File: src/hdl/fpba_pkg.sv
// ----------------------------------------------------------------------------
// fpba_pkg
// Shared types and codes for the fit-policy block allocator.
// ----------------------------------------------------------------------------
package fpba_pkg;

  // input item kinds
  localparam logic MODE_LOAD = 1'b0;
  localparam logic MODE_REQ  = 1'b1;

  // fit policy codes, the unused code behaves as first fit
  localparam logic [1:0] POL_FIRST = 2'd0;
  localparam logic [1:0] POL_BEST  = 2'd1;
  localparam logic [1:0] POL_WORST = 2'd2;

  localparam int CFG_IDX_W   = 1;
  localparam int CFG_DATA_W  = 5;
  localparam logic [CFG_IDX_W-1:0] CFG_FIT_POLICY  = 1'd0;
  localparam logic [CFG_IDX_W-1:0] CFG_BLOCK_COUNT = 1'd1;

  localparam logic [4:0] BLOCK_COUNT_RST = 5'd16;

  // one result item handed from the scan control to the output register
  typedef struct packed {
    logic        granted;
    logic [3:0]  granted_block;
    logic [15:0] remaining;
  } res_t;

endpackage

File: src/hdl/fpba_mem.sv
// ----------------------------------------------------------------------------
// fpba_mem
// Free size store: one write port, one read port, registered read data.
// ----------------------------------------------------------------------------
module fpba_mem #(
  parameter int DEPTH = 16,
  parameter int WIDTH = 16
) (
  input  logic                     clk,
  input  logic                     wr_en,
  input  logic [$clog2(DEPTH)-1:0] wr_addr,
  input  logic [WIDTH-1:0]         wr_data,
  input  logic                     rd_en,
  input  logic [$clog2(DEPTH)-1:0] rd_addr,
  output logic [WIDTH-1:0]         rd_data
);

  logic [WIDTH-1:0] mem [DEPTH];

  always_ff @(posedge clk) begin
    if (wr_en) begin
      mem[wr_addr] <= wr_data;
    end
  end

  always_ff @(posedge clk) begin
    if (rd_en) begin
      rd_data <= mem[rd_addr];
    end
  end

endmodule

File: src/hdl/fpba_ctrl.sv
// ----------------------------------------------------------------------------
// fpba_ctrl
// Takes load and request items, scans the free size store one entry per
// cycle under the fit policy and writes the chosen entry back.
// ----------------------------------------------------------------------------
module fpba_ctrl #(
  parameter int NUM_BLOCKS = 16,
  parameter int SIZE_WIDTH = 16
) (
  input  logic                          clk,
  input  logic                          rst_n,
  input  logic [1:0]                    cfg_fit_policy,
  input  logic [4:0]                    cfg_block_count,
  input  logic                          in_tvalid,
  output logic                          in_tready,
  input  logic                          in_mode,
  input  logic [3:0]                    in_block_index,
  input  logic [15:0]                   in_size,
  input  logic                          out_free,
  output logic                          res_load,
  output fpba_pkg::res_t                res,
  output logic                          mem_wr_en,
  output logic [$clog2(NUM_BLOCKS)-1:0] mem_wr_addr,
  output logic [SIZE_WIDTH-1:0]         mem_wr_data,
  output logic                          mem_rd_en,
  output logic [$clog2(NUM_BLOCKS)-1:0] mem_rd_addr,
  input  logic [SIZE_WIDTH-1:0]         mem_rd_data
);

  import fpba_pkg::*;

  localparam int AW = $clog2(NUM_BLOCKS);

  typedef enum logic [2:0] {
    ST_IDLE = 3'b001,
    ST_SCAN = 3'b010,
    ST_DONE = 3'b100
  } state_t;

  state_t                state_r, state_nxt;
  logic [AW-1:0]         idx_r, idx_nxt;
  logic [AW-1:0]         last_idx_r, last_idx_nxt;
  logic [AW-1:0]         chosen_r, chosen_nxt;
  logic [SIZE_WIDTH-1:0] best_r, best_nxt;
  logic [SIZE_WIDTH-1:0] size_r, size_nxt;
  logic                  found_r, found_nxt;

  logic                  accept;
  logic                  load_ok;
  logic                  first_fit;
  logic                  fits;
  logic                  take;
  logic                  scan_last;
  logic [SIZE_WIDTH-1:0] left;

  assign in_tready = (state_r == ST_IDLE);
  assign accept    = in_tvalid && in_tready;
  assign load_ok   = (32'(in_block_index) < NUM_BLOCKS);
  assign first_fit = (cfg_fit_policy != POL_BEST) && (cfg_fit_policy != POL_WORST);

  // candidate test on the entry whose data arrives this cycle
  assign fits = (mem_rd_data >= size_r);
  assign take = fits && (!found_r
                || ((cfg_fit_policy == POL_BEST)  && (mem_rd_data < best_r))
                || ((cfg_fit_policy == POL_WORST) && (mem_rd_data > best_r)));
  assign scan_last = (idx_r == last_idx_r) || (first_fit && fits);

  assign left = best_r - size_r;

  // loads write in idle, the chosen entry is written back on completion
  always_comb begin
    mem_wr_en   = 1'b0;
    mem_wr_addr = AW'(in_block_index);
    mem_wr_data = SIZE_WIDTH'(in_size);
    if (state_r == ST_DONE) begin
      mem_wr_en   = out_free && found_r;
      mem_wr_addr = chosen_r;
      mem_wr_data = left;
    end else if (accept && (in_mode == MODE_LOAD) && load_ok) begin
      mem_wr_en = 1'b1;
    end
  end

  assign mem_rd_en   = (accept && (in_mode == MODE_REQ))
                       || ((state_r == ST_SCAN) && !scan_last);
  assign mem_rd_addr = (state_r == ST_SCAN) ? AW'(idx_r + 1'b1) : '0;

  assign res_load          = (state_r == ST_DONE) && out_free;
  assign res.granted       = found_r;
  assign res.granted_block = found_r ? 4'(chosen_r) : 4'd0;
  assign res.remaining     = found_r ? 16'(left) : 16'd0;

  always_comb begin
    state_nxt    = state_r;
    idx_nxt      = idx_r;
    last_idx_nxt = last_idx_r;
    chosen_nxt   = chosen_r;
    best_nxt     = best_r;
    size_nxt     = size_r;
    found_nxt    = found_r;
    unique case (state_r)
      ST_IDLE: begin
        if (accept && (in_mode == MODE_REQ)) begin
          idx_nxt   = '0;
          found_nxt = 1'b0;
          size_nxt  = SIZE_WIDTH'(in_size);
          // block count saturates at the store depth
          if (32'(cfg_block_count) > NUM_BLOCKS) begin
            last_idx_nxt = AW'(NUM_BLOCKS - 1);
          end else begin
            last_idx_nxt = AW'(cfg_block_count - 5'd1);
          end
          state_nxt = (cfg_block_count == 5'd0) ? ST_DONE : ST_SCAN;
        end
      end
      ST_SCAN: begin
        if (take) begin
          found_nxt  = 1'b1;
          chosen_nxt = idx_r;
          best_nxt   = mem_rd_data;
        end
        if (scan_last) begin
          state_nxt = ST_DONE;
        end else begin
          idx_nxt = idx_r + 1'b1;
        end
      end
      ST_DONE: begin
        if (out_free) begin
          state_nxt = ST_IDLE;
        end
      end
      default: begin
        state_nxt = ST_IDLE;
      end
    endcase
  end

  always_ff @(posedge clk) begin
    if (!rst_n) begin
      state_r <= ST_IDLE;
      found_r <= 1'b0;
    end else begin
      state_r <= state_nxt;
      found_r <= found_nxt;
    end
  end

  always_ff @(posedge clk) begin
    idx_r      <= idx_nxt;
    last_idx_r <= last_idx_nxt;
    chosen_r   <= chosen_nxt;
    best_r     <= best_nxt;
    size_r     <= size_nxt;
  end

  a_no_rw_overlap: assert property (@(posedge clk) disable iff (!rst_n)
    !(mem_wr_en && mem_rd_en))
    else $error("store written and read in the same cycle");

  a_scan_in_range: assert property (@(posedge clk) disable iff (!rst_n)
    (state_r == ST_SCAN) |-> (idx_r <= last_idx_r))
    else $error("scan index past the last searched block");

  a_grant_in_range: assert property (@(posedge clk) disable iff (!rst_n)
    (res_load && found_r) |-> (chosen_r <= last_idx_r))
    else $error("granted block outside the searched range");

  a_done_to_idle: assert property (@(posedge clk) disable iff (!rst_n)
    res_load |=> in_tready)
    else $error("no return to idle after a result item");

endmodule

File: src/hdl/fit_policy_block_allocator_unit.sv
// ----------------------------------------------------------------------------
// fit_policy_block_allocator_unit
// Block allocator with first, best and worst fit over a free size store.
//
//   channel  direction  tdata (low bit up)               tuser
//   in_      slave      block_index[3:0], size[19:4]     mode
//   out_     master     granted_block[3:0], remaining    granted
//   cfg_     write      index 0 fit_policy, 1 block_count
//
// A request scans block_count entries (saturated at NUM_BLOCKS) and stops
// early under first fit when a block fits: one stored entry is compared per
// cycle through the single read port. Reset is synchronous; the store is not
// cleared, blocks must be loaded before they are searched. A stalled result
// waits in the output register while the next item is taken; a second result
// stalls the scan at its end.
// ----------------------------------------------------------------------------
module fit_policy_block_allocator_unit #(
  parameter int NUM_BLOCKS = 16,
  parameter int SIZE_WIDTH = 16
) (
  input  logic                              clk,
  input  logic                              rst_n,
  input  logic                              cfg_wr_en,
  input  logic [fpba_pkg::CFG_IDX_W-1:0]    cfg_index,
  input  logic [fpba_pkg::CFG_DATA_W-1:0]   cfg_wdata,
  input  logic                              in_tvalid,
  output logic                              in_tready,
  input  logic [23:0]                       in_tdata,   // block_index, size
  input  logic                              in_tuser,   // mode
  output logic                              out_tvalid,
  input  logic                              out_tready,
  output logic [23:0]                       out_tdata,  // granted_block, remaining
  output logic                              out_tuser   // granted
);

  import fpba_pkg::*;

  localparam int AW = $clog2(NUM_BLOCKS);

  logic [1:0]            fit_policy_r;
  logic [4:0]            block_count_r;
  logic                  out_valid_r;
  res_t                  out_res_r;
  logic                  out_free;
  logic                  res_load;
  res_t                  res;
  logic                  mem_wr_en;
  logic [AW-1:0]         mem_wr_addr;
  logic [SIZE_WIDTH-1:0] mem_wr_data;
  logic                  mem_rd_en;
  logic [AW-1:0]         mem_rd_addr;
  logic [SIZE_WIDTH-1:0] mem_rd_data;

  always_ff @(posedge clk) begin
    if (!rst_n) begin
      fit_policy_r  <= POL_FIRST;
      block_count_r <= BLOCK_COUNT_RST;
    end else if (cfg_wr_en) begin
      unique case (cfg_index)
        CFG_FIT_POLICY:  fit_policy_r  <= cfg_wdata[1:0];
        CFG_BLOCK_COUNT: block_count_r <= cfg_wdata[4:0];
        default: ;
      endcase
    end
  end

  fpba_mem #(
    .DEPTH (NUM_BLOCKS),
    .WIDTH (SIZE_WIDTH)
  ) u_mem (
    .clk     (clk),
    .wr_en   (mem_wr_en),
    .wr_addr (mem_wr_addr),
    .wr_data (mem_wr_data),
    .rd_en   (mem_rd_en),
    .rd_addr (mem_rd_addr),
    .rd_data (mem_rd_data)
  );

  fpba_ctrl #(
    .NUM_BLOCKS (NUM_BLOCKS),
    .SIZE_WIDTH (SIZE_WIDTH)
  ) u_ctrl (
    .clk             (clk),
    .rst_n           (rst_n),
    .cfg_fit_policy  (fit_policy_r),
    .cfg_block_count (block_count_r),
    .in_tvalid       (in_tvalid),
    .in_tready       (in_tready),
    .in_mode         (in_tuser),
    .in_block_index  (in_tdata[3:0]),
    .in_size         (in_tdata[19:4]),
    .out_free        (out_free),
    .res_load        (res_load),
    .res             (res),
    .mem_wr_en       (mem_wr_en),
    .mem_wr_addr     (mem_wr_addr),
    .mem_wr_data     (mem_wr_data),
    .mem_rd_en       (mem_rd_en),
    .mem_rd_addr     (mem_rd_addr),
    .mem_rd_data     (mem_rd_data)
  );

  // output register parts the result side from the scan
  assign out_free = !out_valid_r || out_tready;

  always_ff @(posedge clk) begin
    if (!rst_n) begin
      out_valid_r <= 1'b0;
    end else if (res_load) begin
      out_valid_r <= 1'b1;
    end else if (out_tready) begin
      out_valid_r <= 1'b0;
    end
  end

  always_ff @(posedge clk) begin
    if (res_load) begin
      out_res_r <= res;
    end
  end

  assign out_tvalid = out_valid_r;
  assign out_tuser  = out_res_r.granted;
  assign out_tdata  = {4'd0, out_res_r.remaining, out_res_r.granted_block};

endmodule
File: config.mk
export PLATFORM = sky130hd
export DESIGN_NAME = fit_policy_block_allocator_unit
export DESIGN_NICKNAME = d
export VERILOG_FILES = /design/src/hdl/fpba_pkg.sv /design/src/hdl/fpba_mem.sv /design/src/hdl/fpba_ctrl.sv /design/src/hdl/fit_policy_block_allocator_unit.sv
export SDC_FILE = /design/constraint.sdc
export NUM_CORES = 1
export LEC_CHECK = 0
export ABC_AREA = 1
export BUFFER_PORTS_ARGS = -buffer_cell sky130_fd_sc_hd__buf_4
export CORE_MARGIN = 8
export CORE_UTILIZATION = 40
export DETAILED_ROUTE_END_ITERATION = 16
export HOLD_SLACK_MARGIN = 0.06
export SYNTH_ARGS = -nofsm -noshare
export SYNTH_HDL_FRONTEND = slang
export SYNTH_HIERARCHICAL = 1
export SYNTH_SLANG_ARGS = --single-unit
File: constraint.sdc
create_clock -name clk -period 9.17 [get_ports clk]
set_clock_uncertainty 0.2 [all_clocks]
set_input_delay 0.4585 -clock clk [delete_from_list [all_inputs] [get_ports clk]]
set_output_delay 0.4585 -clock clk [all_outputs]
set_load 0.005 [all_outputs]
==> results.cfg <==
[floorplan]
io_pins = 63
die_w_um = 218
core_um2 = 40500
dieArea_um2 = 47400
start_util = 0.402
chipHeight_um = 218
row_count = 74

[setup_path]
cp.arrival_ns = 4.36
required_ns = 9.14
startpoint = u_ctrl/state_r[2]
crit_type = flip-flop to flip-flop
cp_max_fo = 37
r2r-start = u_ctrl/state_r[2]
start_kind = flip-flop
cp-end-kind = flip-flop

[logic_synthesis]
synth_cell_types = 41
syn_area_um2 = 16300
synth_seq_area_share = 0.637
synthFlopType = edfxtp_1
synth_edf_count = 337
synth-async-reset-ratio = 0
ys_ff_latch = 349
syn-instance-count = 1595
synth_warnings = 6
syn-mean-instance-area_um2 = 10.2

[clocking]
root_buffer = clkbuf_16
cts_hold_buf = 33
worstSkewPairLatency_ns = 0.56
cts.clk_slew.worst_paths_ns = 0.05
cts_buffers = 40
cts_tree = done
cts_resized = 0
clk_path_buf_depth = 3
cts.sinks = 349
htree_levels = 2
postCtsSetupBuffers = 0

[global_route]
grt_max_degree = 99
grt_antenna_before_repair = 0
met2_usage = 0.258
overflow = 0
track_usage = 0.156
top_usage_layer = met2
grt_util_met3 = 0.0247
grt_pass1_wl_um = 58200
use_met1 = 0.206
grt_pass1_vias = 10700

[sta]
worst_slew_margin_rel = 0.183
hold_violations = 0
period_share = 0.478
tns_ns = 0
slew_violations = 0
tightest_slew_ns = 1.22
setup_viol = 0
fin_hold_ws_ns = 0.0986
finalCriticalPeriod_ns = 4.39
grt_setup_unrepaired = false
max_freq_mhz = 228

[detailed_routing]
drtIter0Drc = 973
drt.antenna.violating_nets = 0
via_count = 10800
drtPass1Iterations = 5
drc = 0
wl_um = 36800
wl_per_cell_um = 16.4
viasPerCell = 4.81

[final_layout]
nets = 1778
area_growth_pct = 15.5
final_util = 0.464
nFillCells = 3612
diodes = 0
drive_gt1_frac = 0.101

[power]
ir_drop_mv = 0.153
p_leak_nw = 8.08
fin_total_pwr_mw = 4.12
pwr_density_cell_nw_per_um2 = 219

[worst_hold_path]
hp-class = primary input to flip-flop
hp-start = cfg_wr_en

[place]
gp_congestion = 0.867
place_hpwl_um = 23300
placement.io_buffers = 54

[run_status]
status = complete, no violations

[job]
drv_cap = 0
area by class of cell:
type	count	area [um^2]	area share
sequential	349	10400	0.551
clock inverter	25	185	0.00986
inverter	285	1070	0.0571
multi-input combinational	901	4500	0.240
clock buffer	48	1070	0.0571
tap	532	666	0.0354
timing repair buffer	112	923	0.0492
state kept, by name (all words and copies together) (netlist names):
register,flops
out_tdata,20
u_mem/rd_data,16
u_ctrl/size_r,16
out_tuser,1
u_ctrl/found_r,1
u_ctrl/idx_r,4
u_ctrl/chosen_r,4
block_count_r,5
u_ctrl/last_idx_r,4
u_ctrl/best_r,16
out_tvalid,1
fit_policy_r,2
u_ctrl/state_r,3
u_mem/mem,256
placed cells by master (no fill, tap or decap), types with 13 or more instances in the layout:
master,instances
clkinv_2,14
inv_1,280
o21ai_1,13
dlygate4sd3_1,33
clkbuf_16,42
nand2_1,452
edfxtp_1,337
nor2_2,13
a21oi_1,31
buf_4,79
o21ai_0,14
nor2_1,47
nand3_1,217
ha_1,52
cells in the mapped netlist, types with 4 or more instances:
library cell	count	area [um^2]
clkbuf_1	14	52.6
buf_4	23	173
xnor2_1	10	87.6
edfxtp_1	337	10100
nor2_1	61	229
xor2_1	12	105
nand2_1	452	1700
inv_1	280	1050
o21ai_0	15	75.1
nand3_1	217	1090
dfxtp_1	12	240
buf_2	20	100
buf_6	5	56.3
o21ai_1	14	70.1
inv_2	4	15.0
nand4_1	4	25.0
a21oi_1	31	155
ha_1	52	651
metrics by stage:
stage	std cells	setup WS (ns)	cell area [um^2]
global route	2252	4.41	18800
floorplan	1598	5.58	16300
CTS	2252	4.78	18800
global placement	2146	4.85	17200
finish	2252	4.78	18800
detailed placement	2146	4.80	17200
cells by family after synthesis:
| group | count (synthesis) | synth area share |
|---|---|---|
| compound gates | 73 | 0.0252 |
| simple gates | 749 | 0.195 |
| other cells | 1 | 0.000231 |
| buf+inv | 348 | 0.0897 |
| fa+ha+maj | 53 | 0.0412 |
| xor+xnor | 22 | 0.0119 |
| flops | 349 | 0.637 |
where the power goes:
part           switching [mW]  internal [mW]
logic                   0.463          0.206
clock network           0.627          0.892
registers              0.0378           1.89
total                    1.13           2.99
routing by layer:
| metal | vias up | wire, um |
|---|---|---|
| li1 | 5375 | - |
| met1 | 5133 | 16800 |
| met2 | 250 | 17300 |
| met3 | 64 | 1790 |
| met4 | 0 | 953 |
| met5 | - | 0 |
worst paths after layout:
check | cells after the start | slack, ns | end
setup reg to reg | 8 | 4.78 | u_mem/mem[4][8]
hold reg to reg | 0 | 0.27 | u_ctrl/best_r[0]
setup / recovery | 8 | 4.78 | u_mem/mem[4][8]
hold / removal | 4 | 0.1 | fit_policy_r[0]
worst max-delay path, stage by stage, from the launching register on:
cell and delay, ns:
dfxtp_1 0.37, inv_1 0.09, nor3_2 0.31, inv_2 0.37, nor2_2 0.98, nand2_1 0.10, o21ai_0 0.33, nand3b_1 0.33
nor2_2 0.90
(Power assumes the default switching activity.)
